==> config.mk <==
export PLATFORM = sky130hd
export DESIGN_NAME = ctc_greedy_decoder_unit_flat
export DESIGN_NICKNAME = d
export VERILOG_FILES = /design/src/design/cgd_pkg.sv /design/src/design/cgd_if.sv /design/src/design/cgd_ctrl.sv /design/src/design/cgd_dp.sv /design/src/design/ctc_greedy_decoder_unit.sv /design/src/flat_wrapper.sv
export SDC_FILE = /design/constraint.sdc
export NUM_CORES = 1
export LEC_CHECK = 0
export BUFFER_PORTS_ARGS = -buffer_cell sky130_fd_sc_hd__buf_2
export CELL_PAD_IN_SITES_DETAIL_PLACEMENT = 0
export CELL_PAD_IN_SITES_GLOBAL_PLACEMENT = 1
export CORE_MARGIN = 2
export CORE_UTILIZATION = 32
export CTS_CLUSTER_DIAMETER = 30
export DETAILED_ROUTE_END_ITERATION = 16
export PLACE_DENSITY_LB_ADDON = 0.1
export RECOVER_POWER = 50
export SYNTH_ARGS = -nofsm -noshare
export SYNTH_HDL_FRONTEND = slang
export SYNTH_SLANG_ARGS = --single-unit
==> constraint.sdc <==
create_clock -name clock -period 6.8 [get_ports clock]
set_clock_uncertainty 0.05 [all_clocks]
set_input_delay 0.68 -clock clock [delete_from_list [all_inputs] [get_ports clock]]
set_output_delay 0.68 -clock clock [all_outputs]
set_load 0.01 [all_outputs]
==> src/design/cgd_pkg.sv <==
// Shared constants, types and controller/datapath records for the CTC greedy decoder.
package cgd_pkg;

   localparam int SCORE_W   = 16;
   localparam int IDX_W     = 13;
   localparam int DICT_W    = 14;
   localparam int SUM_W     = 23;
   localparam int COUNT_W   = 7;
   localparam int DIV_STEPS = SUM_W;
   localparam int DIV_CNT_W = $clog2(DIV_STEPS);
   localparam int DATA_W    = 32;
   localparam int ADDR_W    = 2;

   localparam logic [DICT_W-1:0]  DICT_RESET = DICT_W'(8192);
   localparam logic [ADDR_W-1:0]  ADDR_DICT_SIZE = ADDR_W'(0);
   localparam logic [COUNT_W-1:0] COUNT_MAX = '1;
   localparam logic [DIV_CNT_W-1:0] DIV_LAST = DIV_CNT_W'(DIV_STEPS - 1);

   localparam logic KIND_CHAR    = 1'b0;
   localparam logic KIND_SUMMARY = 1'b1;

   typedef logic signed [SCORE_W-1:0] score_type;
   typedef logic        [IDX_W-1:0]   index_type;
   typedef logic signed [SUM_W-1:0]   sum_type;
   typedef logic        [COUNT_W-1:0] count_type;
   typedef logic        [DICT_W-1:0]  dict_type;

   typedef enum logic [1:0] {
      ST_RUN,
      ST_DIV,
      ST_SUM
   } state_type;

   typedef struct packed {
      logic accept;
      logic div_step;
      logic load_summary;
   } ctl_cmd_type;

   typedef struct packed {
      logic out_free;
      logic seq_end;
      logic div_last;
   } ctl_stat_type;

endpackage

==> src/design/cgd_if.sv <==
// Valid/ready channel interfaces for score input and decoded result output.
interface cgd_req_if;
   logic                valid;
   logic                ready;
   cgd_pkg::score_type  class_score;
   logic                end_of_step;
   logic                end_of_sequence;

   modport source (output valid, class_score, end_of_step, end_of_sequence, input ready);
   modport sink   (input valid, class_score, end_of_step, end_of_sequence, output ready);
endinterface

interface cgd_rsp_if;
   logic                valid;
   logic                ready;
   logic                result_kind;
   cgd_pkg::index_type  char_index;
   cgd_pkg::score_type  mean_score;
   cgd_pkg::count_type  char_count;
   logic                last_result;

   modport source (output valid, result_kind, char_index, mean_score, char_count, last_result,
                   input ready);
   modport sink   (input valid, result_kind, char_index, mean_score, char_count, last_result,
                   output ready);
endinterface

==> src/design/cgd_ctrl.sv <==
// Sequencing state machine: input acceptance, mean divider run and summary issue.
module cgd_ctrl (
   input  logic                  clock,
   input  logic                  reset,
   input  logic                  req_valid,
   output logic                  req_ready,
   input  cgd_pkg::ctl_stat_type stat,
   output cgd_pkg::ctl_cmd_type  cmd
);
   import cgd_pkg::*;

   state_type state_ff;
   state_type state_in;

   always_ff @(posedge clock) begin
      if (reset) begin
         state_ff <= ST_RUN;
      end else begin
         state_ff <= state_in;
      end
   end

   always_comb begin
      state_in  = state_ff;
      cmd       = '0;
      req_ready = 1'b0;
      case (state_ff)
         ST_RUN: begin
            req_ready  = stat.out_free;
            cmd.accept = req_valid && stat.out_free;
            if (cmd.accept && stat.seq_end) begin
               state_in = ST_DIV;
            end
         end
         ST_DIV: begin
            cmd.div_step = 1'b1;
            if (stat.div_last) begin
               state_in = ST_SUM;
            end
         end
         ST_SUM: begin
            if (stat.out_free) begin
               cmd.load_summary = 1'b1;
               state_in         = ST_RUN;
            end
         end
         default: begin
            state_in = ST_RUN;
         end
      endcase
   end

endmodule

==> src/design/cgd_dp.sv <==
// Datapath: argmax tracking, kept-character sum and count, serial divider, result register.
module cgd_dp (
   input  logic                  clock,
   input  logic                  reset,
   input  cgd_pkg::score_type    class_score,
   input  logic                  end_of_step,
   input  logic                  end_of_sequence,
   input  cgd_pkg::dict_type     dict_size,
   input  cgd_pkg::ctl_cmd_type  cmd,
   output cgd_pkg::ctl_stat_type stat,
   cgd_rsp_if.source             rsp_chan
);
   import cgd_pkg::*;

   localparam score_type SCORE_MIN = {1'b1, {(SCORE_W-1){1'b0}}};
   localparam sum_type   SUM_MAX   = {1'b0, {(SUM_W-1){1'b1}}};
   localparam sum_type   SUM_MIN   = {1'b1, {(SUM_W-1){1'b0}}};

   score_type best_score_ff, best_score_in;
   index_type best_index_ff, best_index_in;
   index_type class_counter_ff, class_counter_in;
   index_type prev_argmax_ff, prev_argmax_in;
   logic      first_step_ff, first_step_in;
   sum_type   score_sum_ff, score_sum_in;
   count_type kept_count_ff, kept_count_in;

   logic [SUM_W-1:0]     dvd_ff, dvd_in;
   logic [COUNT_W-1:0]   rem_ff, rem_in;
   count_type            dsr_ff, dsr_in;
   logic                 neg_ff, neg_in;
   logic [DIV_CNT_W-1:0] cnt_ff, cnt_in;

   logic      full_ff, full_in;
   logic      kind_ff, kind_in;
   index_type index_ff, index_in;
   score_type mean_ff, mean_in;
   count_type count_ff, count_in;
   logic      last_ff, last_in;

   logic               gt;
   score_type          best_cur;
   index_type          idx_cur;
   logic               kept;
   logic               emit_char;
   logic signed [SUM_W:0] sum_wide;
   sum_type            sum_sat;
   sum_type            sum_upd;
   count_type          count_upd;
   logic [SUM_W-1:0]   sum_mag;
   logic [COUNT_W:0]   trial;
   logic [COUNT_W:0]   diff;
   logic               ge;
   logic [SUM_W-1:0]   quot_signed;

   assign gt       = class_score > best_score_ff;
   assign best_cur = gt ? class_score : best_score_ff;
   assign idx_cur  = gt ? class_counter_ff : best_index_ff;
   assign kept     = (idx_cur != '0) && (first_step_ff || (idx_cur != prev_argmax_ff));
   assign emit_char = cmd.accept && end_of_step && kept &&
                      ({1'b0, idx_cur} < dict_size);

   assign sum_wide = {score_sum_ff[SUM_W-1], score_sum_ff} +
                     (SUM_W+1)'(best_cur);

   always_comb begin
      if (sum_wide > (SUM_W+1)'(SUM_MAX)) begin
         sum_sat = SUM_MAX;
      end else if (sum_wide < (SUM_W+1)'(SUM_MIN)) begin
         sum_sat = SUM_MIN;
      end else begin
         sum_sat = sum_wide[SUM_W-1:0];
      end
   end

   assign sum_upd   = kept ? sum_sat : score_sum_ff;
   assign count_upd = (kept && (kept_count_ff != COUNT_MAX)) ? kept_count_ff + 1'b1
                                                             : kept_count_ff;
   assign sum_mag   = sum_upd[SUM_W-1] ? SUM_W'(-sum_upd) : SUM_W'(sum_upd);

   assign trial = {rem_ff, dvd_ff[SUM_W-1]};
   assign ge    = trial >= {1'b0, dsr_ff};
   assign diff  = trial - {1'b0, dsr_ff};
   assign quot_signed = neg_ff ? SUM_W'(-dvd_ff) : dvd_ff;

   assign stat.out_free = !full_ff || rsp_chan.ready;
   assign stat.seq_end  = end_of_step && end_of_sequence;
   assign stat.div_last = cnt_ff == DIV_LAST;

   always_comb begin
      best_score_in    = best_score_ff;
      best_index_in    = best_index_ff;
      class_counter_in = class_counter_ff;
      prev_argmax_in   = prev_argmax_ff;
      first_step_in    = first_step_ff;
      score_sum_in     = score_sum_ff;
      kept_count_in    = kept_count_ff;
      if (cmd.accept) begin
         if (end_of_step) begin
            best_score_in    = SCORE_MIN;
            best_index_in    = '0;
            class_counter_in = '0;
            if (end_of_sequence) begin
               prev_argmax_in = '0;
               first_step_in  = 1'b1;
               score_sum_in   = '0;
               kept_count_in  = '0;
            end else begin
               prev_argmax_in = idx_cur;
               first_step_in  = 1'b0;
               score_sum_in   = sum_upd;
               kept_count_in  = count_upd;
            end
         end else begin
            best_score_in    = best_cur;
            best_index_in    = idx_cur;
            class_counter_in = class_counter_ff + 1'b1;
         end
      end
   end

   always_comb begin
      dvd_in = dvd_ff;
      rem_in = rem_ff;
      dsr_in = dsr_ff;
      neg_in = neg_ff;
      cnt_in = cnt_ff;
      if (cmd.accept && stat.seq_end) begin
         dvd_in = sum_mag;
         rem_in = '0;
         dsr_in = count_upd;
         neg_in = sum_upd[SUM_W-1];
         cnt_in = '0;
      end else if (cmd.div_step) begin
         dvd_in = {dvd_ff[SUM_W-2:0], ge};
         rem_in = ge ? diff[COUNT_W-1:0] : trial[COUNT_W-1:0];
         cnt_in = cnt_ff + 1'b1;
      end
   end

   always_comb begin
      full_in  = full_ff && !rsp_chan.ready;
      kind_in  = kind_ff;
      index_in = index_ff;
      mean_in  = mean_ff;
      count_in = count_ff;
      last_in  = last_ff;
      if (emit_char) begin
         full_in  = 1'b1;
         kind_in  = KIND_CHAR;
         index_in = idx_cur;
         mean_in  = '0;
         count_in = '0;
         last_in  = 1'b0;
      end else if (cmd.load_summary) begin
         full_in  = 1'b1;
         kind_in  = KIND_SUMMARY;
         index_in = '0;
         mean_in  = (dsr_ff == '0) ? '0 : quot_signed[SCORE_W-1:0];
         count_in = dsr_ff;
         last_in  = 1'b1;
      end
   end

   always_ff @(posedge clock) begin
      if (reset) begin
         best_score_ff    <= SCORE_MIN;
         best_index_ff    <= '0;
         class_counter_ff <= '0;
         prev_argmax_ff   <= '0;
         first_step_ff    <= 1'b1;
         score_sum_ff     <= '0;
         kept_count_ff    <= '0;
         cnt_ff           <= '0;
         full_ff          <= 1'b0;
      end else begin
         best_score_ff    <= best_score_in;
         best_index_ff    <= best_index_in;
         class_counter_ff <= class_counter_in;
         prev_argmax_ff   <= prev_argmax_in;
         first_step_ff    <= first_step_in;
         score_sum_ff     <= score_sum_in;
         kept_count_ff    <= kept_count_in;
         cnt_ff           <= cnt_in;
         full_ff          <= full_in;
      end
   end

   always_ff @(posedge clock) begin
      dvd_ff   <= dvd_in;
      rem_ff   <= rem_in;
      dsr_ff   <= dsr_in;
      neg_ff   <= neg_in;
      kind_ff  <= kind_in;
      index_ff <= index_in;
      mean_ff  <= mean_in;
      count_ff <= count_in;
      last_ff  <= last_in;
   end

   assign rsp_chan.valid       = full_ff;
   assign rsp_chan.result_kind = kind_ff;
   assign rsp_chan.char_index  = index_ff;
   assign rsp_chan.mean_score  = mean_ff;
   assign rsp_chan.char_count  = count_ff;
   assign rsp_chan.last_result = last_ff;

endmodule

==> src/design/ctc_greedy_decoder_unit.sv <==
// Top level of the CTC greedy decoder: register port, controller, datapath and checks.
//
//   channel   | direction | transaction
//   req_chan  | in        | one class score with step and sequence marks
//   rsp_chan  | out       | decoded character or sequence summary
//   csr_*     | in/out    | APB-style access to dict_size
//
// A score that ends a sequence is followed by a divider run (one quotient bit per step)
// and a summary issue that waits for result room, before the next score is taken.
// Reset is synchronous; no clearing pass.
// Input stalls while the result register holds a transaction not yet taken.
module ctc_greedy_decoder_unit (
   input  logic                        clock,
   input  logic                        reset,
   cgd_req_if.sink                     req_chan,
   cgd_rsp_if.source                   rsp_chan,
   input  logic                        csr_psel,
   input  logic                        csr_penable,
   input  logic                        csr_pwrite,
   input  logic [cgd_pkg::ADDR_W-1:0]  csr_paddr,
   input  logic [cgd_pkg::DATA_W-1:0]  csr_pwdata,
   output logic [cgd_pkg::DATA_W-1:0]  csr_prdata,
   output logic                        csr_pready
);
   import cgd_pkg::*;

   dict_type     dict_size_ff;
   dict_type     dict_size_in;
   logic         csr_write;
   ctl_cmd_type  cmd;
   ctl_stat_type stat;
   logic         req_ready;

   assign csr_pready = 1'b1;
   assign csr_write  = csr_psel && csr_penable && csr_pwrite && csr_pready;
   assign dict_size_in = (csr_write && (csr_paddr == ADDR_DICT_SIZE)) ?
                         csr_pwdata[DICT_W-1:0] : dict_size_ff;
   assign csr_prdata = (csr_paddr == ADDR_DICT_SIZE) ? DATA_W'(dict_size_ff) : '0;

   always_ff @(posedge clock) begin
      if (reset) begin
         dict_size_ff <= DICT_RESET;
      end else begin
         dict_size_ff <= dict_size_in;
      end
   end

   assign req_chan.ready = req_ready;

   cgd_ctrl u_ctrl (
      .clock     (clock),
      .reset     (reset),
      .req_valid (req_chan.valid),
      .req_ready (req_ready),
      .stat      (stat),
      .cmd       (cmd)
   );

   cgd_dp u_dp (
      .clock           (clock),
      .reset           (reset),
      .class_score     (req_chan.class_score),
      .end_of_step     (req_chan.end_of_step),
      .end_of_sequence (req_chan.end_of_sequence),
      .dict_size       (dict_size_ff),
      .cmd             (cmd),
      .stat            (stat),
      .rsp_chan        (rsp_chan)
   );

   a_no_accept_in_divide: assert property (@(posedge clock) disable iff (reset)
      cmd.div_step |-> !req_chan.ready)
      else $error("input accepted while divider runs");

   a_seq_end_stalls: assert property (@(posedge clock) disable iff (reset)
      (cmd.accept && stat.seq_end) |=> (cmd.div_step && !req_chan.ready))
      else $error("sequence end did not start divider");

   a_summary_has_room: assert property (@(posedge clock) disable iff (reset)
      cmd.load_summary |-> stat.out_free)
      else $error("summary overwrote pending transaction");

   a_summary_is_last: assert property (@(posedge clock) disable iff (reset)
      $past(cmd.load_summary) |-> (rsp_chan.valid && rsp_chan.last_result))
      else $error("summary transaction missing last mark");

endmodule
==> src/flat_wrapper.sv <==
// flat-port wrapper written by rule: the top's interface ports become plain ports
module ctc_greedy_decoder_unit_flat import cgd_pkg::*;
  (clock, reset, csr_psel, csr_penable, csr_pwrite, csr_paddr, csr_pwdata, csr_prdata, csr_pready, req_chan_valid, req_chan_class_score, req_chan_end_of_step, req_chan_end_of_sequence, req_chan_ready, rsp_chan_valid, rsp_chan_result_kind, rsp_chan_char_index, rsp_chan_mean_score, rsp_chan_char_count, rsp_chan_last_result, rsp_chan_ready);
  cgd_req_if req_chan_i ();
  cgd_rsp_if rsp_chan_i ();
  input  logic clock;
  input  logic reset;
  input  logic csr_psel;
  input  logic csr_penable;
  input  logic csr_pwrite;
  input  logic [cgd_pkg::ADDR_W-1:0] csr_paddr;
  input  logic [cgd_pkg::DATA_W-1:0] csr_pwdata;
  output logic [cgd_pkg::DATA_W-1:0] csr_prdata;
  output logic csr_pready;
  input wire logic [$bits(req_chan_i.valid)-1:0] req_chan_valid;
  input wire logic [$bits(req_chan_i.class_score)-1:0] req_chan_class_score;
  input wire logic [$bits(req_chan_i.end_of_step)-1:0] req_chan_end_of_step;
  input wire logic [$bits(req_chan_i.end_of_sequence)-1:0] req_chan_end_of_sequence;
  output wire logic [$bits(req_chan_i.ready)-1:0] req_chan_ready;
  output wire logic [$bits(rsp_chan_i.valid)-1:0] rsp_chan_valid;
  output wire logic [$bits(rsp_chan_i.result_kind)-1:0] rsp_chan_result_kind;
  output wire logic [$bits(rsp_chan_i.char_index)-1:0] rsp_chan_char_index;
  output wire logic [$bits(rsp_chan_i.mean_score)-1:0] rsp_chan_mean_score;
  output wire logic [$bits(rsp_chan_i.char_count)-1:0] rsp_chan_char_count;
  output wire logic [$bits(rsp_chan_i.last_result)-1:0] rsp_chan_last_result;
  input wire logic [$bits(rsp_chan_i.ready)-1:0] rsp_chan_ready;
  assign req_chan_i.valid = req_chan_valid;
  assign req_chan_i.class_score = req_chan_class_score;
  assign req_chan_i.end_of_step = req_chan_end_of_step;
  assign req_chan_i.end_of_sequence = req_chan_end_of_sequence;
  assign req_chan_ready = req_chan_i.ready;
  assign rsp_chan_valid = rsp_chan_i.valid;
  assign rsp_chan_result_kind = rsp_chan_i.result_kind;
  assign rsp_chan_char_index = rsp_chan_i.char_index;
  assign rsp_chan_mean_score = rsp_chan_i.mean_score;
  assign rsp_chan_char_count = rsp_chan_i.char_count;
  assign rsp_chan_last_result = rsp_chan_i.last_result;
  assign rsp_chan_i.ready = rsp_chan_ready;
  ctc_greedy_decoder_unit u_core (.clock(clock), .reset(reset), .req_chan(req_chan_i), .rsp_chan(rsp_chan_i), .csr_psel(csr_psel), .csr_penable(csr_penable), .csr_pwrite(csr_pwrite), .csr_paddr(csr_paddr), .csr_pwdata(csr_pwdata), .csr_prdata(csr_prdata), .csr_pready(csr_pready));
endmodule
==> flow_metrics.env, run 1 <==
export IMPL_min_period_over_period=0.941
export IMPL_cts_tree="done"
export IMPL_yosys_top_cells_count="162 x nand2_1, 139 x dfxtp_1, 118 x nor2_1"
export IMPL_numCtsBuffers=17
export IMPL_drt_pre_antenna_iters=5
export IMPL_yosysTopAreaCell="dfxtp_1"
export IMPL_place_area_um2=12700
export IMPL_drt_iter0_markers=651
export IMPL_grt_pass1_wl_um=54100
export IMPL_hold_violations=0
export IMPL_start_util=0.324
export IMPL_cp_start_kind="register"
export IMPL_port_buffer_count=94
export IMPL_wire_per_inst_um=17.3
export IMPL_fin_crit_ns=6.40
export IMPL_combPwrFrac=0.262
export IMPL_hold_depth=3
export IMPL_synth_area_leaders="dfxtp_1 24%, edfxtp_1 12%, ha_1 7.2%"
export IMPL_ys_ff_latch=183
export IMPL_r2r_slack_ns=0.40
export IMPL_end_kind="register"
export IMPL_rsz0062_at_grt="no"
export IMPL_clkPwrFrac=0.346
export IMPL_ys_warn_count=0
export IMPL_grt_overflow_total=0
export IMPL_cap_violations=1
export IMPL_outcome="complete, but fails checks"
export IMPL_grt_pass1_vias=9492
export IMPL_syn_cell_area_um2=11500
export IMPL_power_density_nw_per_um2=228
export IMPL_path_class="register to register"
export IMPL_wirelength_um=34000
export IMPL_cts_resized=0
export IMPL_met1_length_um=18100
export IMPL_design_area_um2=13300
export IMPL_gp_congestion=0.814
export IMPL_n_antenna_cell=0
export IMPL_htreeDepth=4
export IMPL_worstReg2RegEnd="u_core.u_dp.dvd_ff[12]"
export IMPL_cp_arrival_ns=6.52
export IMPL_maxUsedRoutingLayer="met4"
export IMPL_worstHoldEndpoint="u_core.dict_size_ff[13]"
export IMPL_tns_ns=0
export IMPL_cts_setup_buffers=0
export IMPL_worst_pin_slew_ns=1.79
export IMPL_row_count=69
export IMPL_yosysSeqAreaShare=0.358
export IMPL_cts_sinks=183
export IMPL_p_int_mw=2.04
export IMPL_grtUsageTotal=0.181
export IMPL_cts_hold_fix_buffers=0
export IMPL_seqPwrFrac=0.393
export IMPL_avgSynthCellArea_um2=8.33
export IMPL_synth_most_common_cell="nand2_1"
export IMPL_core_um2=35400
export IMPL_cts_reportedPaths_clkPinSlew_ns=0.08
export IMPL_r2r_start="u_core.u_dp.best_score_ff[1]"
export IMPL_required_ns=6.92
export IMPL_vias=9999
export IMPL_ys_flop_type="dfxtp_1"
export IMPL_antenna_found_initial=0
export IMPL_maxClockFrequency_mhz=156
export IMPL_final_max_slew_viol_count=32
export IMPL_root_buffer="clkbuf_16"
export IMPL_holdCritPathClass="primary input to register"
export IMPL_setup_viol=0
export IMPL_synthArstFlopShare=0
export IMPL_synth_top_cell_area_share=0.243
export IMPL_die_h_um=193
export IMPL_irDropWorstVdd_uv=169
export IMPL_wl_met3_um=1040
export IMPL_slew_limit_headroom=-0.193
export IMPL_drive_gt1_frac=0.117
export IMPL_area_growth_pct=15.6
export IMPL_grt_max_degree=60
export IMPL_met2WireLength_um=14300
export IMPL_cts_max_path_buffers=2
export IMPL_cp_max_fo=5
export IMPL_synthCells=1378
export IMPL_ys_types=73
export IMPL_viasPerCell=5.09
export IMPL_insertion_delay_ns=0.45
export IMPL_post_route_util=0.375
export IMPL_synth_edf_count=44
export IMPL_switchingPower_mw=0.987
export IMPL_ant_nets=0
export IMPL_switching_share=0.327
export IMPL_reg2regPathDepth=24
export IMPL_p_leak_nw=5.30
export IMPL_die_area_um2=37400
export IMPL_drc=0
export IMPL_io_pins=132
export IMPL_finalNetCount=1617
export IMPL_hold_start="csr_pwdata[13]"
export IMPL_violations="capacitance limit, slew limit"
export IMPL_dp_hpwl_um=25700
export IMPL_die_w_um=193
[layout by cell type (no fill, tap or decap), types with 21 or more instances in the layout]
| master | n |
|---|---|
| o21ai_0 | 93 |
| xnor2_1 | 45 |
| mux2i_1 | 37 |
| nand3_1 | 27 |
| a21o_1 | 24 |
| edfxtp_1 | 44 |
| nor2_1 | 116 |
| ha_1 | 65 |
| nor3_1 | 35 |
| a21oi_1 | 92 |
| nand4_1 | 21 |
| buf_2 | 40 |
| xor2_1 | 31 |
| nand2_1 | 161 |
| a22oi_1 | 31 |
| clkbuf_1 | 59 |
| buf_4 | 65 |
| inv_1 | 76 |
| dfxtp_1 | 139 |
[cells by family after synthesis]
logic type	Yosys count	synth area share
AND/OR/NAND/NOR	449	0.180
AO/OA/AOI/OAI	371	0.210
flip-flops	183	0.358
buffers and inverters	168	0.0630
adder cells (fa/ha/maj)	77	0.0833
XOR/XNOR	76	0.0580
multiplexers	52	0.0475
other	2	0.000655
[layout make-up]
cell class,count,area (um^2)
Multi-Input combinational cell,1044,6750
Fill cell,3811,22100
Clock inverter,14,166
Inverter,77,289
Tap cell,461,577
Sequential cell,183,4100
Timing Repair Buffer,167,936
Clock buffer,18,439
[per-layer routing]
metal / vias to the layer above / track usage
met5: - / 0
met4: 0 / 0.0517
met3: 21 / 0.0235
met2: 163 / 0.265
met1: 4686 / 0.277
li1: 5129 / -
[worst max-delay path by stage]
stage                                  start                     end  slack [ns]  cells after the start
2_1_floorplan       req_chan_class_score[14]  u_core.u_dp.dvd_ff[12]       0.006                     25
3_3_place_gp        req_chan_class_score[13]  u_core.u_dp.dvd_ff[12]       -0.04                     23
3_5_place_dp        req_chan_class_score[14]  u_core.u_dp.dvd_ff[12]       -0.13                     24
4_1_cts        u_core.u_dp.best_score_ff[14]  u_core.u_dp.dvd_ff[12]        0.26                     24
5_1_grt        u_core.u_dp.best_score_ff[14]  u_core.u_dp.dvd_ff[12]        0.03                     24
6_report        u_core.u_dp.best_score_ff[1]  u_core.u_dp.dvd_ff[12]        0.40                     24
[metrics by stage]
stage	power, mW	instances	worst slack [ns]	hold WS (ns)
after floorplan	1.75	1395	0.00632	0.382
after global placement	2.01	1932	-0.0361	0.392
after detailed placement	2.01	1932	-0.133	0.396
after CTS	3.07	1964	0.258	0.370
after global routing	3.21	1964	0.0278	0.402
final	3.02	1964	0.403	0.403
[sequential cells by signal, indices dropped and copies added (netlist names)]
name                              cells
u_core.dict_size_ff                  14
u_core.u_ctrl.state_ff                2
u_core.u_dp.best_index_ff            13
u_core.u_dp.best_score_ff            16
u_core.u_dp.class_counter_ff         13
u_core.u_dp.cnt_ff                    5
u_core.u_dp.dsr_ff                    7
u_core.u_dp.dvd_ff                   23
u_core.u_dp.first_step_ff             1
u_core.u_dp.kept_count_ff             7
u_core.u_dp.neg_ff                    1
u_core.u_dp.prev_argmax_ff           13
u_core.u_dp.rem_ff                    7
u_core.u_dp.rsp_chan.char_count       7
u_core.u_dp.rsp_chan.char_index      13
u_core.u_dp.rsp_chan.last_result      1
u_core.u_dp.rsp_chan.mean_score      16
u_core.u_dp.rsp_chan.valid            1
u_core.u_dp.score_sum_ff             23
[critical path, cell delays in order, from the launching register on]
cell and delay (ns):
dfxtp_1 0.35, inv_1 0.07, ha_1 0.28, nor2b_1 0.13, o211ai_1 0.12, a2111o_1 0.39, and3_1 0.22, nor3_4 0.19
mux2_2 0.40, ha_1 0.22, fa_1 0.39, a21o_1 0.19, a221o_1 0.32, o2111a_1 0.30, mux2i_1 0.14, or2_2 0.36
maj3_1 0.37, mux2_2 0.30, inv_1 0.08, ha_2 0.20, nand3_1 0.07, mux2_2 0.35, o41ai_2 0.38, xnor2_1 0.17
o21ai_1 0.07
[power groups by stage]
stage	clock [mW]	combinational, mW	sequential [mW]
after floorplan	0	0.550	1.20
after global placement	0	0.793	1.21
after detailed placement	0	0.793	1.21
after CTS	1.09	0.796	1.19
after global routing	1.13	0.892	1.19
final	1.05	0.791	1.19
Power figures use the tool's default switching activity.
==> run 2, diff against run 1 <==
==> constraint.sdc (replaced) <==
create_clock -name clock -period 6.8 [get_ports clock]
set_clock_uncertainty 0.05 [all_clocks]
set_input_delay 0 -clock clock [delete_from_list [all_inputs] [get_ports clock]]
set_output_delay 0 -clock clock [all_outputs]
set_load 0.01 [all_outputs]
==> run 2 against run 1 <==
Against the previous run: the run still ends with capacitance limit, slew limit left; maximum frequency shrank 1.6%; die area unchanged; final cell count is 0.51% lower.
==> flow_metrics.env, run 2 (same netlist as run 1, synthesis figures left out) <==
export IMPL_outcome="complete, but fails checks"
export IMPL_violations="capacitance limit, slew limit"
export IMPL_cp_slowest_cell="a2111o_1"
export IMPL_total_power_mw=2.94
export IMPL_cp_max_fo=7
export IMPL_cp_arrival_ns=6.65
export IMPL_grt_overflow_total=0
export IMPL_final_common_cell="nand2_1"
export IMPL_die_w_um=193
export IMPL_cts_tree="done"
export IMPL_post_route_util=0.373
export IMPL_fill_cells=3746
export IMPL_holdCritPathClass="primary input to register"
export IMPL_worstHoldEndpoint="u_core.u_dp.best_score_ff[6]"
export IMPL_required_ns=6.94
export IMPL_path_class="register to register"
export IMPL_insertion_delay_ns=0.46
export IMPL_wire_per_inst_um=17.5
export IMPL_grtUsageTotal=0.182
export IMPL_grt_max_degree=60
export IMPL_worst_pin_slew_ns=1.70
export IMPL_p_leak_nw=5.21
export IMPL_antenna_found_initial=0
export IMPL_final_max_slew_viol_count=32
export IMPL_drive_gt1_frac=0.0911
export IMPL_cts_reportedPaths_clkPinSlew_ns=0.07
export IMPL_hold_violations=0
export IMPL_cp_start_kind="register"
export IMPL_htreeDepth=4
export IMPL_viasPerCell=5.06
export IMPL_cap_violations=1
export IMPL_gp_congestion=0.866
export IMPL_hold_start="req_chan_class_score[6]"
export IMPL_combPwrFrac=0.259
export IMPL_fin_crit_ns=6.50
export IMPL_slew_limit_headroom=-0.134
export IMPL_grt_pass1_vias=9425
export IMPL_n_antenna_cell=0
export IMPL_slowest_delay_ns=0.43
export IMPL_hold_depth=5
export IMPL_die_area_um2=37400
export IMPL_switching_share=0.342
export IMPL_row_count=69
export IMPL_fin_cells=1954
export IMPL_worstReg2RegEnd="u_core.u_dp.dvd_ff[12]"
export IMPL_worstPathCellList="inv_1, ha_1, nand4_1, a2111o_1, and3_2, nor3_4, mux2_2, ha_1, fa_1, a21o_1, a221o_1, o2111a_1, mux2i_1, or2_2, maj3_1, mux2_2, inv_1, ha_1, nand3_1, mux2_2, o41ai_2, xnor2_1, o21ai_1"
export IMPL_r2r_slack_ns=0.30
export IMPL_finalNetCount=1607
export IMPL_dp_hpwl_um=25500
export IMPL_area_growth_pct=15.2
export IMPL_ant_nets=0
export IMPL_rsz0062_at_grt="no"
export IMPL_crit_family="compound AO/OA/AOI/OAI gates"
export IMPL_wirelength_um=34200
export IMPL_start_util=0.324
export IMPL_tns_ns=0
export IMPL_clkPwrFrac=0.336
export IMPL_top_regs="u_core.u_dp.dvd_ff x23, u_core.u_dp.score_sum_ff x23"
export IMPL_r2r_start="u_core.u_dp.best_score_ff[9]"
export IMPL_die_h_um=193
export IMPL_cts_max_path_buffers=2
export IMPL_drc=0
export IMPL_maxClockFrequency_mhz=154
export IMPL_drt_iter0_markers=604
export IMPL_switchingPower_mw=1.00
export IMPL_cts_sinks=183
export IMPL_min_period_over_period=0.956
export IMPL_core_um2=35400
export IMPL_io_pins=132
export IMPL_seqPwrFrac=0.405
export IMPL_irDropWorstVdd_uv=194
export IMPL_numCtsBuffers=17
export IMPL_grt_pass1_wl_um=54100
export IMPL_vias=9882
export IMPL_crit_buf_inv=2
export IMPL_port_buffer_count=94
export IMPL_drt_pre_antenna_iters=5
export IMPL_p_int_mw=1.93
export IMPL_setup_viol=0
export IMPL_final_cell_mix="161 x nand2_1, 139 x dfxtp_1, 116 x nor2_1, 93 x o21ai_0, 92 x a21oi_1"
export IMPL_reg2regPathDepth=23
export IMPL_end_kind="register"
export IMPL_root_buffer="clkbuf_16"
export IMPL_power_density_nw_per_um2=222
export IMPL_dp_cells=1889
run 2: through the flow:
step / instance area (um^2) / hold slack (ns) / worst slack (ns)
after floorplan: 11500 / -0.00330 / 0.133
after global placement: 12400 / 0.173 / 0.308
after detailed placement: 12400 / 0.174 / 0.171
after CTS: 13300 / 0.0340 / 0.158
after global routing: 13200 / 0.0795 / 0.000821
final: 13200 / 0.0200 / 0.299
run 2: tightest hold or removal path: stages:
cell and delay [ns]:
buf_2 0.09, nand2_1 0.04, o21ai_0 0.18, a22oi_1 0.10, nor2_1 0.08
run 2: worst max-delay path by stage:
| stage | endpoint | depth (start not counted) | slack (ns) | start |
|---|---|---|---|---|
| global placement | u_core.u_dp.dvd_ff[12] | 24 | 0.31 | u_core.u_dp.best_score_ff[14] |
| floorplan | u_core.u_dp.dvd_ff[12] | 25 | 0.13 | u_core.u_dp.best_score_ff[14] |
| CTS | u_core.u_dp.dvd_ff[12] | 25 | 0.16 | u_core.u_dp.best_score_ff[15] |
| detailed placement | u_core.u_dp.dvd_ff[12] | 25 | 0.17 | u_core.u_dp.best_score_ff[15] |
| global route | u_core.u_dp.dvd_ff[12] | 24 | 0.0008 | u_core.u_dp.best_score_ff[1] |
| finish | u_core.u_dp.dvd_ff[12] | 23 | 0.30 | u_core.u_dp.best_score_ff[9] |
run 2: routing by layer:
layer	global-route usage	part of all wire	up-vias	wire length, um
li1	-	-	5111	-
met1	0.276	0.54	4604	18300
met2	0.267	0.42	150	14500
met3	0.0274	0.030	17	1010
met4	0.0466	0.012	0	414
met5	0	0	-	0
run 2: cell type report:
class                   instances  area (um^2)  area share
flip-flops and latches        183         4100       0.311
well taps                     461          577      0.0436
repair buffers                157          938      0.0710
clock buffers                  17          425      0.0322
clock inverters                15          131     0.00994
multi-input cells            1044         6750       0.511
inverters                      77          289      0.0219
run 2: timing repair:
item | 4_1_cts | 5_1_grt
hold buffers | 30 | 0
resized for setup | 0 | 9
setup endpoints to repair | 0 | 9
hold endpoints to repair | 35 | 0
buffers inserted | 0 | 3
run 2: power by group through the flow:
stage / registers [mW] / clock network [mW] / logic, mW
after CTS: 1.19 / 1.02 / 0.762
after detailed placement: 1.21 / 0 / 0.745
after floorplan: 1.20 / 0 / 0.547
final: 1.19 / 0.987 / 0.761
after global placement: 1.21 / 0 / 0.748
after global routing: 1.20 / 1.05 / 0.851
==> run 3, diff against run 2 <==
ABC_AREA = 1   (was not set)
==> run 3 against run 2 <==
Against the previous run: the run still ends with capacitance limit, slew limit left; global-route usage shrank 0.75 points; largest power group is now combinational logic; worst setup slack better by 0.61 ns; final cell count up 9.6%; non-clock buffer count fell by 15; total power increased by 71%; critical path depth grew 6; sequential share of layout area up 0.77 points.
==> flow_metrics.env, run 3 <==
export IMPL_outcome="complete, but fails checks"
export IMPL_violations="capacitance limit, slew limit"
export IMPL_slowest_delay_ns=0.67
export IMPL_drt_iter0_markers=491
export IMPL_row_count=68
export IMPL_rsz0062_at_grt="no"
export IMPL_fin_crit_ns=5.90
export IMPL_finalNetCount=1801
export IMPL_final_cell_mix="311 x nand2_1, 223 x inv_1, 152 x a21oi_1, 139 x dfxtp_1, 133 x nor2_1"
export IMPL_antenna_found_initial=0
export IMPL_cts_resized=0
export IMPL_fin_cells=2142
export IMPL_dp_cells=2080
export IMPL_ys_ff_latch=183
export IMPL_viasPerCell=4.76
export IMPL_irDropWorstVdd_uv=226
export IMPL_dp_hpwl_um=23100
export IMPL_cpMostUsedCell="nand2_1"
export IMPL_worstReg2RegEnd="u_core.u_dp.dvd_ff[13]"
export IMPL_holdCritPathClass="primary input to register"
export IMPL_cp_arrival_ns=6.00
export IMPL_grt_pass1_vias=9638
export IMPL_cts_sinks=183
export IMPL_synthCells=1569
export IMPL_wirelength_um=31400
export IMPL_hold_start="req_chan_class_score[1]"
export IMPL_drt_pre_antenna_iters=5
export IMPL_maxClockFrequency_mhz=170
export IMPL_tns_ns=0
export IMPL_drc=0
export IMPL_regArea_um2=4100
export IMPL_setup_viol=0
export IMPL_path_class="register to register"
export IMPL_grt_pass1_wl_um=50700
export IMPL_cp_max_fo=16
export IMPL_yosysSeqAreaShare=0.364
export IMPL_worstHoldEndpoint="u_core.u_dp.best_score_ff[1]"
export IMPL_ys_flop_type="dfxtp_1"
export IMPL_grt_overflow_total=0
export IMPL_multiInputGateArea_um2=5970
export IMPL_yosys_top_cells_count="312 x nand2_1, 222 x inv_1, 152 x a21oi_1"
export IMPL_port_buffer_count=94
export IMPL_cts_hold_fix_buffers=30
export IMPL_hold_depth=5
export IMPL_top_regs="u_core.u_dp.dvd_ff x23, u_core.u_dp.score_sum_ff x23"
export IMPL_synth_edf_count=44
export IMPL_total_power_mw=5.02
export IMPL_ant_nets=0
export IMPL_reg2regPathDepth=29
export IMPL_hold_violations=0
export IMPL_final_max_slew_viol_count=110
export IMPL_synthArstFlopShare=0
export IMPL_die_w_um=192
export IMPL_cap_violations=3
export IMPL_power_density_nw_per_um2=390
export IMPL_post_route_util=0.372
export IMPL_syn_cell_area_um2=11300
export IMPL_r2r_slack_ns=0.90
export IMPL_core_um2=34600
export IMPL_insertion_delay_ns=0.46
export IMPL_n_antenna_cell=0
export IMPL_area_growth_pct=14.4
export IMPL_min_period_over_period=0.867
export IMPL_start_util=0.325
export IMPL_ys_warn_count=0
export IMPL_numCtsBuffers=17
export IMPL_gp_congestion=0.788
export IMPL_yosysTopAreaCell="dfxtp_1"
export IMPL_slew_limit_headroom=-0.661
export IMPL_synth_most_common_cell="nand2_1"
export IMPL_final_common_cell="nand2_1"
export IMPL_worst_pin_slew_ns=2.48
export IMPL_die_h_um=192
export IMPL_r2r_start="u_core.u_dp.best_score_ff[15]"
export IMPL_io_pins=132
export IMPL_htreeDepth=4
export IMPL_cp_start_kind="register"
export IMPL_grtUsageTotal=0.174
export IMPL_vias=10188
export IMPL_required_ns=6.90
export IMPL_grt_max_degree=45
export IMPL_cts_reportedPaths_clkPinSlew_ns=0.08
export IMPL_wire_per_inst_um=14.7
export IMPL_drive_gt1_frac=0.0895
export IMPL_end_kind="register"
export IMPL_avgSynthCellArea_um2=7.18
export IMPL_synth_top_cell_area_share=0.247
export IMPL_fill_cells=3709
export IMPL_cts_tree="done"
export IMPL_die_area_um2=36700
export IMPL_cp_slowest_cell="a21oi_1"
export IMPL_p_leak_nw=5.64
export IMPL_cts_max_path_buffers=2
export IMPL_ys_types=53
export IMPL_cts_setup_buffers=0
export IMPL_root_buffer="clkbuf_16"
export IMPL_synth_area_leaders="dfxtp_1 25%, edfxtp_1 12%, nand2_1 10%"
run 3: cell count changes in the layout (fill, tap and decap cells not counted), sizes merged, moves of 18 or more:
cell	delta
nand2	+185
inv	+150
nand3	+70
a21oi	+61
mux2i	-38
xnor2	-34
o22ai	+30
a22oi	-24
a21o	-19
nor2	+19
o21ai	-19
nor3	-18
run 3: final cells by class:
cell class | count | area share
clock buffers | 19 | 0.0352
clock inverters | 13 | 0.00854
inverters | 229 | 0.0667
multi-input cells | 1101 | 0.463
flip-flops and latches | 183 | 0.318
well taps | 455 | 0.0441
repair buffers | 142 | 0.0644
run 3: routing by layer:
metal | vias up | share of wire | wire length (um) | global-route usage
met5 | - | 0 | 0 | 0
met3 | 12 | 0.021 | 649 | 0.0230
met1 | 4675 | 0.53 | 16600 | 0.248
li1 | 5379 | - | - | -
met2 | 122 | 0.44 | 13900 | 0.280
met4 | 0 | 0.0084 | 263 | 0.0399
run 3: worst max path at each step:
stage                                   from                     end  slack (ns)  depth (start not counted)
4_1_cts        u_core.u_dp.best_score_ff[15]  u_core.u_dp.dvd_ff[16]        0.80                         30
6_report       u_core.u_dp.best_score_ff[15]  u_core.u_dp.dvd_ff[13]        0.90                         29
3_5_place_dp   u_core.u_dp.best_score_ff[15]  u_core.u_dp.dvd_ff[16]        0.81                         29
3_3_place_gp   u_core.u_dp.best_score_ff[15]  u_core.u_dp.dvd_ff[16]        0.90                         29
5_1_grt        u_core.u_dp.best_score_ff[15]  u_core.u_dp.dvd_ff[18]        0.18                         30
2_1_floorplan  u_core.u_dp.best_score_ff[15]  u_core.u_dp.dvd_ff[10]        1.60                         33
run 3: critical path: cells and delay by family, from the launching register on:
kind / cells / cell delay [ns]
buffers and inverters: 2 / 0.28
DFF: 1 / 0.32
adders and majority gates: 2 / 0.78
and+or+nand+nor: 19 / 2.62
AOI/OAI and AO/OA: 6 / 1.53
run 3: per-stage QoR:
stage / hold slack [ns] / worst slack, ns / area (um^2)
after floorplan: 0.123 / 1.60 / 11300
after global placement: 0.230 / 0.902 / 12100
after detailed placement: 0.245 / 0.810 / 12100
after CTS: 0.000183 / 0.803 / 13000
after global routing: 0.0567 / 0.178 / 12900
final: 0.0168 / 0.904 / 12900
run 3: kinds of logic after synthesis:
logic type | count (synthesis) | synth area share
simple gates | 650 | 0.254
other cells | 2 | 0.000666
flops | 183 | 0.364
xor+xnor | 38 | 0.0295
fa+ha+maj | 68 | 0.0768
buf+inv | 302 | 0.113
compound gates | 326 | 0.162
run 3: report_power, final:
group	internal [mW]	total [mW]	leakage, nW	switching, mW
sequential	1.31	1.40	1.54	0.0986
combinational	0.880	2.63	3.82	1.75
clock	0.501	0.993	0.269	0.493
